`config.mk`:
```
export PLATFORM = sky130hd
export DESIGN_NAME = ip_flow_hash_ring_steer_unit_flat
export DESIGN_NICKNAME = d
export VERILOG_FILES = /design/src/rtl/fhrs_pkg.sv /design/src/rtl/fhrs_byte_if.sv /design/src/rtl/fhrs_ring_if.sv /design/src/rtl/fhrs_parser.sv /design/src/rtl/fhrs_mod_unit.sv /design/src/rtl/ip_flow_hash_ring_steer_unit.sv /design/src/flat_wrapper.sv
export SDC_FILE = /design/constraint.sdc
export NUM_CORES = 1
export LEC_CHECK = 0
export ABC_AREA = 1
export BUFFER_PORTS_ARGS = -buffer_cell sky130_fd_sc_hd__buf_4
export CAP_MARGIN = 20
export CORE_ASPECT_RATIO = 1.25
export CORE_MARGIN = 3
export CORE_UTILIZATION = 38
export DETAILED_ROUTE_END_ITERATION = 10
export HOLD_SLACK_MARGIN = 0.02
export PLACE_DENSITY = 0.62
export SYNTH_ARGS = -nofsm -noshare
export SYNTH_HDL_FRONTEND = slang
export SYNTH_SLANG_ARGS = --single-unit
```
`constraint.sdc`:
```
create_clock -name i_clk -period 7.8 [get_ports i_clk]
set_input_delay 1.17 -clock i_clk [delete_from_list [all_inputs] [get_ports i_clk]]
set_output_delay 1.17 -clock i_clk [all_outputs]
set_load 0.05 [all_outputs]
```
`src/rtl/fhrs_pkg.sv`:
```
`default_nettype none

package fhrs_pkg;

    localparam int MAX_RINGS_DEF = 64;
    localparam int HASH_W        = 32;
    localparam int IDX_W         = 6;
    localparam int RLEN_W        = 16;
    localparam int RC_W          = 7;
    localparam int DONE_LAT      = HASH_W + 1;

    localparam logic [7:0] PROTO_TCP  = 8'd6;
    localparam logic [7:0] PROTO_UDP  = 8'd17;
    localparam logic [7:0] PROTO_SCTP = 8'd132;
    localparam logic [7:0] PROTO_ESP  = 8'd50;
    localparam logic [7:0] PROTO_AH   = 8'd51;

    localparam logic REG_RING_COUNT = 1'b0;

    typedef enum logic [2:0] {
        PH_IDLE,
        PH_HEADER,
        PH_WORD,
        PH_AH,
        PH_PORTS,
        PH_ADDRS,
        PH_BAD
    } t_phase;

    typedef enum logic [1:0] {
        ST_IN,
        ST_LOAD,
        ST_DIV,
        ST_HOLD
    } t_state;

    typedef struct packed {
        logic              open;
        logic              hash_ok;
        logic [HASH_W-1:0] hash;
    } t_parse_st;

    typedef struct packed {
        logic busy;
        logic done;
    } t_mod_st;

    function automatic logic [HASH_W-1:0] fold32(input logic [HASH_W-1:0] x);
        fold32 = x ^ {8'd0, x[31:8]} ^ {16'd0, x[31:16]} ^ {24'd0, x[31:24]};
    endfunction

endpackage

`default_nettype wire

```
`src/rtl/fhrs_byte_if.sv`:
```
`default_nettype none

interface fhrs_byte_if;
    logic       valid;
    logic       ready;
    logic [7:0] packet_byte;
    logic       first_byte;
    logic       last_byte;
    logic       chain_end;

    modport source (
        output valid, packet_byte, first_byte, last_byte, chain_end,
        input  ready
    );
    modport sink (
        input  valid, packet_byte, first_byte, last_byte, chain_end,
        output ready
    );
endinterface

`default_nettype wire

```
`src/rtl/fhrs_ring_if.sv`:
```
`default_nettype none

interface fhrs_ring_if;
    logic        valid;
    logic        ready;
    logic [5:0]  ring_index;
    logic        new_run;
    logic [15:0] run_length;
    logic        dropped;

    modport source (
        output valid, ring_index, new_run, run_length, dropped,
        input  ready
    );
    modport sink (
        input  valid, ring_index, new_run, run_length, dropped,
        output ready
    );
endinterface

`default_nettype wire

```
`src/rtl/fhrs_parser.sv`:
```
`default_nettype none

module fhrs_parser
    import fhrs_pkg::*;
(
    input  wire logic       i_clk,
    input  wire logic       i_rst_n,
    input  wire logic       i_acc,
    input  wire logic [7:0] i_byte,
    input  wire logic       i_first,
    input  wire logic       i_clr,
    output t_parse_st       o_st
);

    localparam logic [15:0] POS_VER   = 16'd0;
    localparam logic [15:0] POS_PROTO = 16'd9;
    localparam logic [15:0] POS_SRC   = 16'd12;
    localparam logic [15:0] POS_DST   = 16'd16;
    localparam logic [15:0] POS_HEND  = 16'd19;
    localparam logic [15:0] POS_MAX   = 16'hFFFF;
    localparam logic [16:0] TOFF_MAX  = 17'h0FFFB;
    localparam logic [5:0]  HLEN_MIN  = 6'd20;

    t_phase      r_phase, n_phase;
    logic [15:0] r_pos, n_pos;
    logic [5:0]  r_hlen, n_hlen;
    logic [7:0]  r_proto, n_proto;
    logic [15:0] r_toff, n_toff;
    logic [31:0] r_src, n_src;
    logic [31:0] r_dst, n_dst;
    logic [31:0] r_pword, n_pword;
    logic [2:0]  r_wcnt, n_wcnt;

    function automatic t_phase f_dispatch(input logic [7:0] proto);
        t_phase ph;
        if (proto == PROTO_TCP || proto == PROTO_UDP ||
            proto == PROTO_SCTP || proto == PROTO_ESP) begin
            ph = PH_WORD;
        end else if (proto == PROTO_AH) begin
            ph = PH_AH;
        end else begin
            ph = PH_ADDRS;
        end
        return ph;
    endfunction

    always_comb begin
        t_phase      e_phase;
        logic [15:0] e_pos;
        logic [5:0]  e_hlen;
        logic [7:0]  e_proto;
        logic [15:0] e_toff;
        logic [31:0] e_src;
        logic [31:0] e_dst;
        logic [31:0] e_pword;
        logic [2:0]  e_wcnt;
        logic [11:0] w_skip;
        logic [16:0] w_next;

        e_phase = i_first ? PH_HEADER : r_phase;
        e_pos   = i_first ? 16'd0 : r_pos;
        e_hlen  = i_first ? 6'd0 : r_hlen;
        e_proto = i_first ? 8'd0 : r_proto;
        e_toff  = i_first ? 16'd0 : r_toff;
        e_src   = i_first ? 32'd0 : r_src;
        e_dst   = i_first ? 32'd0 : r_dst;
        e_pword = i_first ? 32'd0 : r_pword;
        e_wcnt  = i_first ? 3'd0 : r_wcnt;
        w_skip  = {({2'b00, i_byte} + 10'd2), 2'b00};
        w_next  = {1'b0, e_toff} + {5'd0, w_skip};

        n_phase = r_phase;
        n_pos   = r_pos;
        n_hlen  = r_hlen;
        n_proto = r_proto;
        n_toff  = r_toff;
        n_src   = r_src;
        n_dst   = r_dst;
        n_pword = r_pword;
        n_wcnt  = r_wcnt;

        if (i_acc && (i_first || r_phase != PH_IDLE)) begin
            n_phase = e_phase;
            n_hlen  = e_hlen;
            n_proto = e_proto;
            n_toff  = e_toff;
            n_src   = e_src;
            n_dst   = e_dst;
            n_pword = e_pword;
            n_wcnt  = e_wcnt;
            n_pos   = (e_pos != POS_MAX) ? e_pos + 16'd1 : e_pos;

            if (e_pos != POS_MAX) begin
                unique case (e_phase)
                    PH_HEADER: begin
                        if (e_pos == POS_VER) begin
                            n_hlen = {i_byte[3:0], 2'b00};
                        end else if (e_pos == POS_PROTO) begin
                            n_proto = i_byte;
                        end else if (e_pos >= POS_SRC && e_pos < POS_DST) begin
                            n_src = {e_src[23:0], i_byte};
                        end else if (e_pos >= POS_DST && e_pos <= POS_HEND) begin
                            n_dst = {e_dst[23:0], i_byte};
                        end
                        if (e_pos == POS_HEND) begin
                            if (e_hlen < HLEN_MIN) begin
                                n_phase = PH_BAD;
                            end else begin
                                n_toff  = {10'd0, e_hlen};
                                n_phase = f_dispatch(e_proto);
                                n_wcnt  = 3'd0;
                                n_pword = 32'd0;
                            end
                        end
                    end
                    PH_WORD: begin
                        if (e_pos == e_toff + {13'd0, e_wcnt}) begin
                            n_pword = {e_pword[23:0], i_byte};
                            n_wcnt  = e_wcnt + 3'd1;
                            if (n_wcnt >= 3'd4) begin
                                n_phase = PH_PORTS;
                            end
                        end
                    end
                    PH_AH: begin
                        if (e_pos == e_toff) begin
                            n_proto = i_byte;
                        end else if (e_pos == e_toff + 16'd1) begin
                            if (w_next > TOFF_MAX) begin
                                n_phase = PH_BAD;
                            end else begin
                                n_toff  = w_next[15:0];
                                n_phase = f_dispatch(e_proto);
                                n_wcnt  = 3'd0;
                                n_pword = 32'd0;
                            end
                        end
                    end
                    default: begin
                    end
                endcase
            end
        end

        if (i_clr) begin
            n_phase = PH_IDLE;
        end
    end

    always_comb begin
        o_st.open    = (r_phase != PH_IDLE);
        o_st.hash_ok = (r_phase == PH_PORTS) || (r_phase == PH_ADDRS);
        o_st.hash    = (r_phase == PH_PORTS) ? fold32(r_pword)
                                             : (fold32(r_src) ^ fold32(r_dst));
    end

    always_ff @(posedge i_clk) begin
        if (!i_rst_n) begin
            r_phase <= PH_IDLE;
            r_pos   <= 16'd0;
            r_hlen  <= 6'd0;
            r_proto <= 8'd0;
            r_toff  <= 16'd0;
            r_wcnt  <= 3'd0;
        end else begin
            r_phase <= n_phase;
            r_pos   <= n_pos;
            r_hlen  <= n_hlen;
            r_proto <= n_proto;
            r_toff  <= n_toff;
            r_wcnt  <= n_wcnt;
        end
    end

    always_ff @(posedge i_clk) begin
        r_src   <= n_src;
        r_dst   <= n_dst;
        r_pword <= n_pword;
    end

endmodule

`default_nettype wire

```
`src/rtl/fhrs_mod_unit.sv`:
```
`default_nettype none

module fhrs_mod_unit
    import fhrs_pkg::*;
#(
    parameter int MAX_RINGS = MAX_RINGS_DEF
) (
    input  wire logic              i_clk,
    input  wire logic              i_rst_n,
    input  wire logic              i_start,
    input  wire logic [HASH_W-1:0] i_dividend,
    input  wire logic [RC_W-1:0]   i_ring_count,
    output t_mod_st                o_st,
    output logic [IDX_W-1:0]       o_index
);

    localparam int RW    = $clog2(MAX_RINGS) + 1;
    localparam int CNT_W = $clog2(HASH_W);
    localparam logic [CNT_W-1:0] CNT_LAST = CNT_W'(HASH_W - 1);

    logic              r_busy;
    logic              r_done;
    logic [CNT_W-1:0]  r_cnt;
    logic [HASH_W-1:0] r_div;
    logic [RW-1:0]     r_rem, n_rem;
    logic [RW-1:0]     r_rc;
    logic [RW-1:0]     w_rc;
    logic [8:0]        w_rc9;
    logic [RW:0]       w_trial;
    logic [RW+IDX_W-1:0] w_ext;

    always_comb begin
        w_rc9 = {2'b00, i_ring_count};
        if (w_rc9 == 9'd0) begin
            w_rc9 = 9'd1;
        end else if (w_rc9 > 9'(MAX_RINGS)) begin
            w_rc9 = 9'(MAX_RINGS);
        end
        w_rc = w_rc9[RW-1:0];
    end

    always_comb begin
        w_trial = {r_rem, r_div[HASH_W-1]};
        if (w_trial >= {1'b0, r_rc}) begin
            n_rem = RW'(w_trial - {1'b0, r_rc});
        end else begin
            n_rem = RW'(w_trial);
        end
    end

    always_ff @(posedge i_clk) begin
        if (!i_rst_n) begin
            r_busy <= 1'b0;
            r_done <= 1'b0;
            r_cnt  <= '0;
        end else begin
            r_done <= 1'b0;
            if (i_start) begin
                r_busy <= 1'b1;
                r_cnt  <= '0;
            end else if (r_busy) begin
                r_cnt <= r_cnt + 1'b1;
                if (r_cnt == CNT_LAST) begin
                    r_busy <= 1'b0;
                    r_done <= 1'b1;
                end
            end
        end
    end

    always_ff @(posedge i_clk) begin
        if (i_start) begin
            r_div <= i_dividend;
            r_rem <= '0;
            r_rc  <= w_rc;
        end else if (r_busy) begin
            r_div <= {r_div[HASH_W-2:0], 1'b0};
            r_rem <= n_rem;
        end
    end

    assign w_ext     = {{IDX_W{1'b0}}, r_rem};
    assign o_index   = w_ext[IDX_W-1:0];
    assign o_st.busy = r_busy;
    assign o_st.done = r_done;

endmodule

`default_nettype wire

```
`src/rtl/ip_flow_hash_ring_steer_unit.sv`:
```
// A byte that does not end a packet is taken without leaving the input state.
// A last byte that yields a hashed result reaches o_ring.valid through load, the 32-step
// remainder loop of the shared mod unit, finish and write; write waits while o_ring stalls.
// A dropped packet's result skips the mod unit: load, then write.
// i_pkt.ready stays low from a result-producing last byte until the result is registered.
// Synchronous active-low reset: idle, no open run, ring_count = 1.
`default_nettype none

module ip_flow_hash_ring_steer_unit
    import fhrs_pkg::*;
#(
    parameter int MAX_RINGS = MAX_RINGS_DEF
) (
    input  wire logic   i_clk,
    input  wire logic   i_rst_n,
    fhrs_byte_if.sink   i_pkt,
    fhrs_ring_if.source o_ring,
    input  wire logic        psel,
    input  wire logic        penable,
    input  wire logic        pwrite,
    input  wire logic [2:0]  paddr,
    input  wire logic [31:0] pwdata,
    output logic [31:0]      prdata,
    output logic             pready
);

    t_state      r_state, n_state;
    t_parse_st   pst;
    t_mod_st     mod_st;
    logic [IDX_W-1:0] mod_index;

    logic        w_acc;
    logic        w_res;
    logic        w_ready;
    logic        w_clr;
    logic        w_start;
    logic        w_load;

    logic [RC_W-1:0]   r_ring_count;
    logic              r_cend;
    logic              r_ok;
    logic              r_out_valid, n_out_valid;
    logic [IDX_W-1:0]  r_out_idx, n_out_idx;
    logic              r_out_new, n_out_new;
    logic [RLEN_W-1:0] r_out_len, n_out_len;
    logic              r_out_drop, n_out_drop;
    logic [IDX_W-1:0]  r_prev_idx, n_prev_idx;
    logic [RLEN_W-1:0] r_batch_len, n_batch_len;
    logic              r_batch_open, n_batch_open;

    assign w_acc = i_pkt.valid && w_ready;
    assign w_res = w_acc && i_pkt.last_byte && (i_pkt.first_byte || pst.open);

    fhrs_parser u_parser (
        .i_clk   (i_clk),
        .i_rst_n (i_rst_n),
        .i_acc   (w_acc),
        .i_byte  (i_pkt.packet_byte),
        .i_first (i_pkt.first_byte),
        .i_clr   (w_clr),
        .o_st    (pst)
    );

    fhrs_mod_unit #(
        .MAX_RINGS (MAX_RINGS)
    ) u_mod (
        .i_clk        (i_clk),
        .i_rst_n      (i_rst_n),
        .i_start      (w_start),
        .i_dividend   (pst.hash),
        .i_ring_count (r_ring_count),
        .o_st         (mod_st),
        .o_index      (mod_index)
    );

    always_comb begin
        n_state = r_state;
        unique case (r_state)
            ST_IN: begin
                if (w_res) begin
                    n_state = ST_LOAD;
                end
            end
            ST_LOAD: begin
                n_state = pst.hash_ok ? ST_DIV : ST_HOLD;
            end
            ST_DIV: begin
                if (mod_st.done) begin
                    n_state = ST_HOLD;
                end
            end
            ST_HOLD: begin
                if (!r_out_valid || o_ring.ready) begin
                    n_state = ST_IN;
                end
            end
            default: n_state = ST_IN;
        endcase
    end

    always_comb begin
        w_ready = 1'b0;
        w_clr   = 1'b0;
        w_start = 1'b0;
        w_load  = 1'b0;
        unique case (r_state)
            ST_IN:   w_ready = 1'b1;
            ST_LOAD: begin
                w_clr   = 1'b1;
                w_start = pst.hash_ok;
            end
            ST_DIV:  begin
            end
            ST_HOLD: w_load = !r_out_valid || o_ring.ready;
            default: begin
            end
        endcase
    end

    always_comb begin
        n_out_valid  = r_out_valid && !o_ring.ready;
        n_out_idx    = r_out_idx;
        n_out_new    = r_out_new;
        n_out_len    = r_out_len;
        n_out_drop   = r_out_drop;
        n_prev_idx   = r_prev_idx;
        n_batch_len  = r_batch_len;
        n_batch_open = r_batch_open;
        if (w_load) begin
            n_out_valid = 1'b1;
            if (r_ok) begin
                if (r_batch_open && mod_index == r_prev_idx) begin
                    if (r_batch_len != {RLEN_W{1'b1}}) begin
                        n_batch_len = r_batch_len + 1'b1;
                    end
                    n_out_new = 1'b0;
                end else begin
                    n_prev_idx   = mod_index;
                    n_batch_len  = RLEN_W'(1);
                    n_batch_open = 1'b1;
                    n_out_new    = 1'b1;
                end
                n_out_idx  = mod_index;
                n_out_drop = 1'b0;
            end else begin
                n_out_idx  = '0;
                n_out_new  = 1'b0;
                n_out_drop = 1'b1;
            end
            n_out_len = n_batch_len;
            if (r_cend) begin
                n_batch_open = 1'b0;
            end
        end
    end

    always_ff @(posedge i_clk) begin
        if (!i_rst_n) begin
            r_state      <= ST_IN;
            r_ring_count <= RC_W'(1);
            r_out_valid  <= 1'b0;
            r_prev_idx   <= '0;
            r_batch_len  <= '0;
            r_batch_open <= 1'b0;
        end else begin
            r_state      <= n_state;
            r_out_valid  <= n_out_valid;
            r_prev_idx   <= n_prev_idx;
            r_batch_len  <= n_batch_len;
            r_batch_open <= n_batch_open;
            if (psel && penable && pwrite && pready && paddr[2] == REG_RING_COUNT) begin
                r_ring_count <= pwdata[RC_W-1:0];
            end
        end
    end

    always_ff @(posedge i_clk) begin
        if (w_res) begin
            r_cend <= i_pkt.chain_end;
        end
        if (w_clr) begin
            r_ok <= pst.hash_ok;
        end
        r_out_idx  <= n_out_idx;
        r_out_new  <= n_out_new;
        r_out_len  <= n_out_len;
        r_out_drop <= n_out_drop;
    end

    assign i_pkt.ready       = w_ready;
    assign o_ring.valid      = r_out_valid;
    assign o_ring.ring_index = r_out_idx;
    assign o_ring.new_run    = r_out_new;
    assign o_ring.run_length = r_out_len;
    assign o_ring.dropped    = r_out_drop;

    assign pready = 1'b1;
    assign prdata = (paddr[2] == REG_RING_COUNT) ? {{(32 - RC_W){1'b0}}, r_ring_count}
                                                 : 32'd0;

`ifndef SYNTHESIS
    a_cont_run_len: assert property (@(posedge i_clk) disable iff (!i_rst_n)
        o_ring.valid && !o_ring.dropped && !o_ring.new_run |-> o_ring.run_length >= 16'd2)
        else $error("continued run with length below two");

    a_idx_range: assert property (@(posedge i_clk) disable iff (!i_rst_n)
        o_ring.valid && !o_ring.dropped |->
            ({1'b0, o_ring.ring_index} < r_ring_count) || (r_ring_count == 7'd0))
        else $error("ring index not below ring count");

    a_mod_done: assert property (@(posedge i_clk) disable iff (!i_rst_n)
        w_start |-> ##DONE_LAT mod_st.done)
        else $error("mod unit did not finish on time");

    a_drop_idx: assert property (@(posedge i_clk) disable iff (!i_rst_n)
        o_ring.valid && o_ring.dropped |-> o_ring.ring_index == 6'd0 && !o_ring.new_run)
        else $error("dropped transaction carries index or new run");
`endif

endmodule

`default_nettype wire
```
`src/flat_wrapper.sv`:
```
// flat-port wrapper written by rule: the top's interface ports become plain ports
module ip_flow_hash_ring_steer_unit_flat import fhrs_pkg::*;
#(
    parameter int MAX_RINGS = MAX_RINGS_DEF
)
  (i_clk, i_rst_n, psel, penable, pwrite, paddr, pwdata, prdata, pready, i_pkt_valid, i_pkt_packet_byte, i_pkt_first_byte, i_pkt_last_byte, i_pkt_chain_end, i_pkt_ready, o_ring_valid, o_ring_ring_index, o_ring_new_run, o_ring_run_length, o_ring_dropped, o_ring_ready);
  fhrs_byte_if i_pkt_i ();
  fhrs_ring_if o_ring_i ();
  input  wire logic i_clk;
  input  wire logic i_rst_n;
  input  wire logic psel;
  input  wire logic penable;
  input  wire logic pwrite;
  input  wire logic [2:0] paddr;
  input  wire logic [31:0] pwdata;
  output logic [31:0] prdata;
  output logic pready;
  input wire logic [$bits(i_pkt_i.valid)-1:0] i_pkt_valid;
  input wire logic [$bits(i_pkt_i.packet_byte)-1:0] i_pkt_packet_byte;
  input wire logic [$bits(i_pkt_i.first_byte)-1:0] i_pkt_first_byte;
  input wire logic [$bits(i_pkt_i.last_byte)-1:0] i_pkt_last_byte;
  input wire logic [$bits(i_pkt_i.chain_end)-1:0] i_pkt_chain_end;
  output wire logic [$bits(i_pkt_i.ready)-1:0] i_pkt_ready;
  output wire logic [$bits(o_ring_i.valid)-1:0] o_ring_valid;
  output wire logic [$bits(o_ring_i.ring_index)-1:0] o_ring_ring_index;
  output wire logic [$bits(o_ring_i.new_run)-1:0] o_ring_new_run;
  output wire logic [$bits(o_ring_i.run_length)-1:0] o_ring_run_length;
  output wire logic [$bits(o_ring_i.dropped)-1:0] o_ring_dropped;
  input wire logic [$bits(o_ring_i.ready)-1:0] o_ring_ready;
  assign i_pkt_i.valid = i_pkt_valid;
  assign i_pkt_i.packet_byte = i_pkt_packet_byte;
  assign i_pkt_i.first_byte = i_pkt_first_byte;
  assign i_pkt_i.last_byte = i_pkt_last_byte;
  assign i_pkt_i.chain_end = i_pkt_chain_end;
  assign i_pkt_ready = i_pkt_i.ready;
  assign o_ring_valid = o_ring_i.valid;
  assign o_ring_ring_index = o_ring_i.ring_index;
  assign o_ring_new_run = o_ring_i.new_run;
  assign o_ring_run_length = o_ring_i.run_length;
  assign o_ring_dropped = o_ring_i.dropped;
  assign o_ring_i.ready = o_ring_ready;
  ip_flow_hash_ring_steer_unit #(.MAX_RINGS(MAX_RINGS)) u_core (.i_clk(i_clk), .i_rst_n(i_rst_n), .i_pkt(i_pkt_i), .o_ring(o_ring_i), .psel(psel), .penable(penable), .pwrite(pwrite), .paddr(paddr), .pwdata(pwdata), .prdata(prdata), .pready(pready));
endmodule
```
==> out/results.tsv, run 1 <==
metric	value	unit
grt_util_met3	0.0182	
netlist_instances	2395	
clk_pin_slew	60	ps
crit_required	8090	ps
crit_chain	buf_4 > inv_6 > buf_4 > nand2_2 > inv_1 > ha_1 > a21oi_1 > nand2_1 > nand3_1 > nand3_1 > nand2_1 > nand2_1 > nand2_1 > nor2_1 > a21oi_2 > nand2_2 > nand2_2 > nand2_4 > nor2_4 > o32ai_1	
std_cell_rows	87	
relSlewSlack	0.418	
grt_pass1_vias	15100	
start_util	0.386	
start_kind	input pin	
syn-cell-area	17500	um^2
maxCapViolCount	0	
max_freq	189	MHz
diodes	0	
setup_tns	0	ps
ys_seq_area_frac	0.390	
synth_xor_xnor_area_share	0.0571	
cts_resized	0	
multiInputGateArea	8960	um^2
p_total	4.80	mW
h-tree-depth	1	
synth_top_family_by_area	simple AND/OR/NAND/NOR gates	
synth_cell_types	59	
drc_errors	0	
hold_ws	436	ps
grt_use_met2	0.359	
clock_sink_count	260	
core	45300	um^2
grt_use_met1	0.242	
area.sequential	6820	um^2
design_area	19200	um^2
powerDensity	250	nW/um^2
cpPeakStageDelay	590	ps
synth_flop_cell	edfxtp_1	
synth-async-reset-ratio	0	
die_h	246	um
vias	15900	
final_cell_mix	527 x nand2_1, 287 x inv_1, 275 x nor2_1	
finalSetupViolations	0	
grt_max_degree	132	
finalMaxSlewViolations	0	
insertion_delay	570	ps
drt-pass1-iter-count	5	
cp_common_cell	nand2_1	
final_common_cell	nand2_1	
peakVddDrop	0.180	mV
ys_ff_latch	260	
ios	112	
wire_per_inst	16.5	um
rsz0062_at_grt	no	
synth.mux.area_fraction	0	
outcome	finished, final reports clean	
fill_cells	4595	
overflow	0	
cp_max_fo	51	
critPathSlowestCell	buf_4	
areaGrowthSynthToFinish	9.86	%
gr-max-usage-layer	met2	
gp_congestion	0.925	
cpLargestDelayFamily	simple AND/OR/NAND/NOR gates	
arrival	5580	ps
dieArea	48700	um^2
die_w	198	um
root_buffer	clkbuf_16	
viasPerCell	5.27	
synth_area_per_cell	7.30	um^2
cts_made_buffers	30	
yosys.area_share.adder	0.0277	
grt_pass1_wl	78900	um
ant_nets	0	
cts_tree	yes	
worstMarginPinSlew	871	ps
hold_violations	0	
min_period_over_period	0.679	
grt_antenna_before_repair	0	
dpl-instance-area	18300	um^2
crit_buf_inv	4	
cts_hold_buf	0	
io_buffer_count	58	
routed_wirelength	49800	um
grt.total_usage	0.200	
worstSetupPathType	in -> reg	
drt_iter0_markers	1099	
drive_gt1_frac	0.0916	
leakagePower	8.05	nW
cts_buffer_depth	3	
end_kind	flop	
synth_edf_count	161	
synth-compound-area-share	0.158	
dp_hpwl	34700	um
nNetsFinal	2500	
skew	14.7	ps
hp-class	reg -> reg	
fin_crit	5290	ps
yosysWarnings	0	
synthSimpleGateAreaFrac	0.263	
cts_setup_buffers	0	
path summary, 6_finish.rpt:
path | from | end | slack (ps) | cells past startpoint
setup / recovery | i_pkt_first_byte | u_core.u_parser.r_pword[7]$_DFFE_PP_ | 2510 | 20
hold / removal | u_core.r_cend$_DFFE_PP_ | u_core.r_batch_open$_SDFFE_PN0P_ | 440 | 1
setup reg to reg | u_core.u_parser.r_toff[1]$_SDFFE_PN0P_ | u_core.u_parser.r_pword[7]$_DFFE_PP_ | 3650 | 18
hold reg to reg | u_core.r_cend$_DFFE_PP_ | u_core.r_batch_open$_SDFFE_PN0P_ | 440 | 1
where the power goes:
group	leakage, nW	switching (mW)	internal [mW]	total, mW
sequential	2.32	0.132	1.69	1.82
combinational	5.28	1.13	0.494	1.63
clock	0.457	0.583	0.773	1.36
total	8.05	1.85	2.95	4.80
final cells by class:
type                    count  area share
repair buffers             74      0.0306
flip-flops and latches    260       0.355
clock inverters            18     0.00592
inverters                 317      0.0622
well taps                 578      0.0376
clock buffers              38      0.0428
multi-input cells        1727       0.466
stage by stage:
stage               utilization  setup slack, ps  std cells
finish                    0.424             2510       3012
floorplan                     -             2620       2419
CTS                       0.424             2530       3011
global placement          0.403             1910       2955
detailed placement        0.403             1940       2955
global route              0.424             2100       3012
synthesized netlist by cell type, types with 4 or more instances:
master / number / area [um^2]
nor3_2: 5 / 50.1
nor2_1: 276 / 1040
buf_4: 31 / 233
inv_1: 287 / 1080
edfxtp_1: 161 / 4830
ha_1: 34 / 425
o31ai_1: 32 / 240
o21a_1: 10 / 75.1
nor2_4: 7 / 78.8
buf_2: 8 / 40.0
a21oi_1: 158 / 791
o22ai_1: 14 / 87.6
nand4_1: 33 / 206
clkbuf_1: 64 / 240
clkinv_1: 5 / 18.8
nor3_1: 30 / 150
nand2_2: 17 / 106
buf_1: 4 / 15.0
a31oi_1: 5 / 31.3
nand3_2: 6 / 60.1
o32ai_1: 8 / 70.1
nand2_1: 527 / 1980
nand3_1: 106 / 531
nor4_1: 8 / 50.1
o21ai_2: 6 / 52.6
dfxtp_1: 99 / 1980
nor3b_1: 4 / 30.0
buf_6: 6 / 67.6
xnor2_1: 56 / 490
o21ai_1: 24 / 120
inv_2: 23 / 86.3
or2_2: 13 / 81.3
xor2_1: 58 / 508
o21ai_0: 176 / 881
o211ai_1: 37 / 278
nor2_2: 17 / 106
cells by family (layout without fill, tap and decap cells):
group / Yosys count / count (layout)
DFF: 260 / 260
xor gates and xnor gates: 114 / 114
AOI/OAI and AO/OA: 487 / 487
and+or+nand+nor: 1063 / 1063
adders and majority gates: 37 / 37
other: 2 / 26
buffers and inverters: 432 / 447
state kept, by name, indices dropped and copies added, names as in the netlist, 8 cells and up:
name / cells
u_core.o_ring.run_length: 16
u_core.u_parser.r_pword: 32
u_core.u_parser.r_proto: 8
u_core.u_parser.r_pos: 16
u_core.u_parser.r_src: 32
u_core.u_parser.r_toff: 16
u_core.r_batch_len: 16
u_core.u_mod.r_div: 32
u_core.u_parser.r_dst: 32
routing by layer:
metal,up-vias,share of wire
li1,7902,-
met1,7423,0.41
met2,444,0.50
met3,118,0.045
met4,0,0.047
met5,-,0
(Power assumes the default switching activity.)
==> inputs of run 2 (changes only) <==
- PLACE_DENSITY: 0.62 -> 0.64
- clock period: 7.8 -> 4.4 ns (I/O delays scaled with it)
==> out/results.tsv, run 2 (synthesis gave the netlist of run 1 again) <==
metric	value	unit
p_total	8.72	mW
grt_pass1_wl	80500	um
min_to	u_core.r_cend$_DFFE_PP_	
dp_hpwl	36600	um
final_util	0.430	
clk_pin_slew	60	ps
fin_crit	3660	ps
drt_iter0_markers	1079	
peakVddDrop	0.299	mV
combPwrFrac	0.341	
fill_cells	4608	
p_sw	3.34	mW
cp_max_fo	18	
start_kind	input pin	
min_from	i_pkt_chain_end	
intPower	5.39	mW
powerDensity	448	nW/um^2
grt_antenna_before_repair	0	
clock_sink_count	260	
ios	112	
grt.total_usage	0.204	
rsz0062_at_grt	no	
min_period_over_period	0.832	
r2r_cells	17	
nNetsFinal	2527	
max_freq	273	MHz
start_util	0.386	
die_h	246	um
areaGrowthSynthToFinish	11.3	%
grt_pass1_vias	15400	
finalSetupViolations	0	
drive_gt1_frac	0.104	
grt_max_degree	127	
viasPerCell	5.22	
end_kind	flop	
skew	20.1	ps
finalMaxSlewViolations	0	
core	45300	um^2
drt-pass1-iter-count	7	
p_seq_frac	0.371	
insertion_delay	570	ps
overflow	0	
diodes	0	
setup_tns	0	ps
final_cell_mix	527 x nand2_1, 287 x inv_1, 275 x nor2_1	
cts_made_buffers	30	
hold_ws	294	ps
timing.rr.end	u_core.u_parser.r_phase[1]$_SDFFE_PP0P_	
std_cell_rows	87	
wire_per_inst	16.7	um
ant_nets	0	
worstSetupPathType	in -> reg	
cts_setup_buffers	0	
routed_wirelength	50700	um
h-tree-depth	1	
pwr-share-clk	0.288	
min_path_cells	1	
cts_tree	yes	
dieArea	48700	um^2
io_buffer_count	58	
final_common_cell	nand2_1	
relSlewSlack	0.312	
arrival	3960	ps
p_sw_frac	0.382	
crit_required	4700	ps
reg2reg_slack	980	ps
leakagePower	8.21	nW
outcome	finished, final reports clean	
hp-class	in -> reg	
reg2reg_from	u_core.u_parser.r_toff[2]$_SDFFE_PN0P_	
maxCapViolCount	0	
drc_errors	0	
cts_resized	0	
cts_hold_buf	0	
worstMarginPinSlew	1030	ps
hold_violations	0	
vias	15900	
cts_buffer_depth	3	
gp_congestion	0.966	
root_buffer	clkbuf_16	
die_w	198	um
-- run 2: cell types whose count changed in the layout (fill, tap and decap cells not counted), sizes merged --
| cell | before | now |
|---|---|---|
| buf | 74 | 101 |
| clkbuf | 38 | 46 |
| clkinv | 20 | 12 |
| inv | 312 | 311 |
-- run 2: worst max-delay path by stage --
stage,depth (start not counted),startpoint,slack [ps],endpoint
global placement,24,i_pkt_packet_byte[2],230,u_core.u_parser.r_pword[16]$_DFFE_PP_
global route,24,i_pkt_packet_byte[3],350,u_core.u_parser.r_pword[27]$_DFFE_PP_
finish,24,i_pkt_packet_byte[2],740,u_core.u_parser.r_pword[16]$_DFFE_PP_
CTS,24,i_pkt_packet_byte[2],780,u_core.u_parser.r_pword[16]$_DFFE_PP_
floorplan,23,i_pkt_packet_byte[1],880,u_core.u_parser.r_pword[20]$_DFFE_PP_
detailed placement,24,i_pkt_packet_byte[2],190,u_core.u_parser.r_pword[16]$_DFFE_PP_
-- run 2: cell type report --
type	count	area [um^2]	area share
inverter	317	1200	0.0614
multi-input combinational	1727	8960	0.460
clock inverter	9	72.6	0.00373
tap	578	723	0.0371
clock buffer	46	917	0.0471
sequential	260	6820	0.350
timing repair buffer	101	783	0.0402
-- run 2: power groups by stage --
stage	combinational, mW	clock, mW	sequential, mW
3_5_place_dp	2.96	0	3.28
5_1_grt	3.30	2.66	3.27
4_1_cts	2.98	2.57	3.23
2_1_floorplan	2.16	0	3.27
3_3_place_gp	2.92	0	3.27
6_report	2.97	2.52	3.24
-- run 2: through the flow --
stage	std cells	worst slack (ps)	area (um^2)
detailed placement	2983	186	18500
CTS	3038	779	19500
global placement	2983	232	18500
floorplan	2419	880	17600
finish	3038	741	19500
global route	3038	349	19500
-- run 2: worst max-delay path: stages --
cell and delay, ps:
buf_4 130, inv_1 80, nor3_1 310, inv_1 70
nor3_1 250, xor2_1 180, inv_1 70, ha_1 350
nand2_1 70, nand2_1 60, inv_1 40, o21ai_0 260
nand2_1 110, nand3_1 90, nand2_1 70, nand2_1 60
nor2_1 60, a21oi_2 180, nand2_2 110, nand2_2 120
nand2_4 170, buf_12 220, o21ai_1 120, o31ai_1 90
-- run 2: per-layer routing --
metal | global-route usage | vias up | routed length, um
met5 | 0 | - | 0
met4 | 0.0860 | 0 | 2270
met2 | 0.377 | 409 | 25900
met1 | 0.241 | 7389 | 20500
li1 | - | 7948 | -
met3 | 0.0195 | 110 | 2110
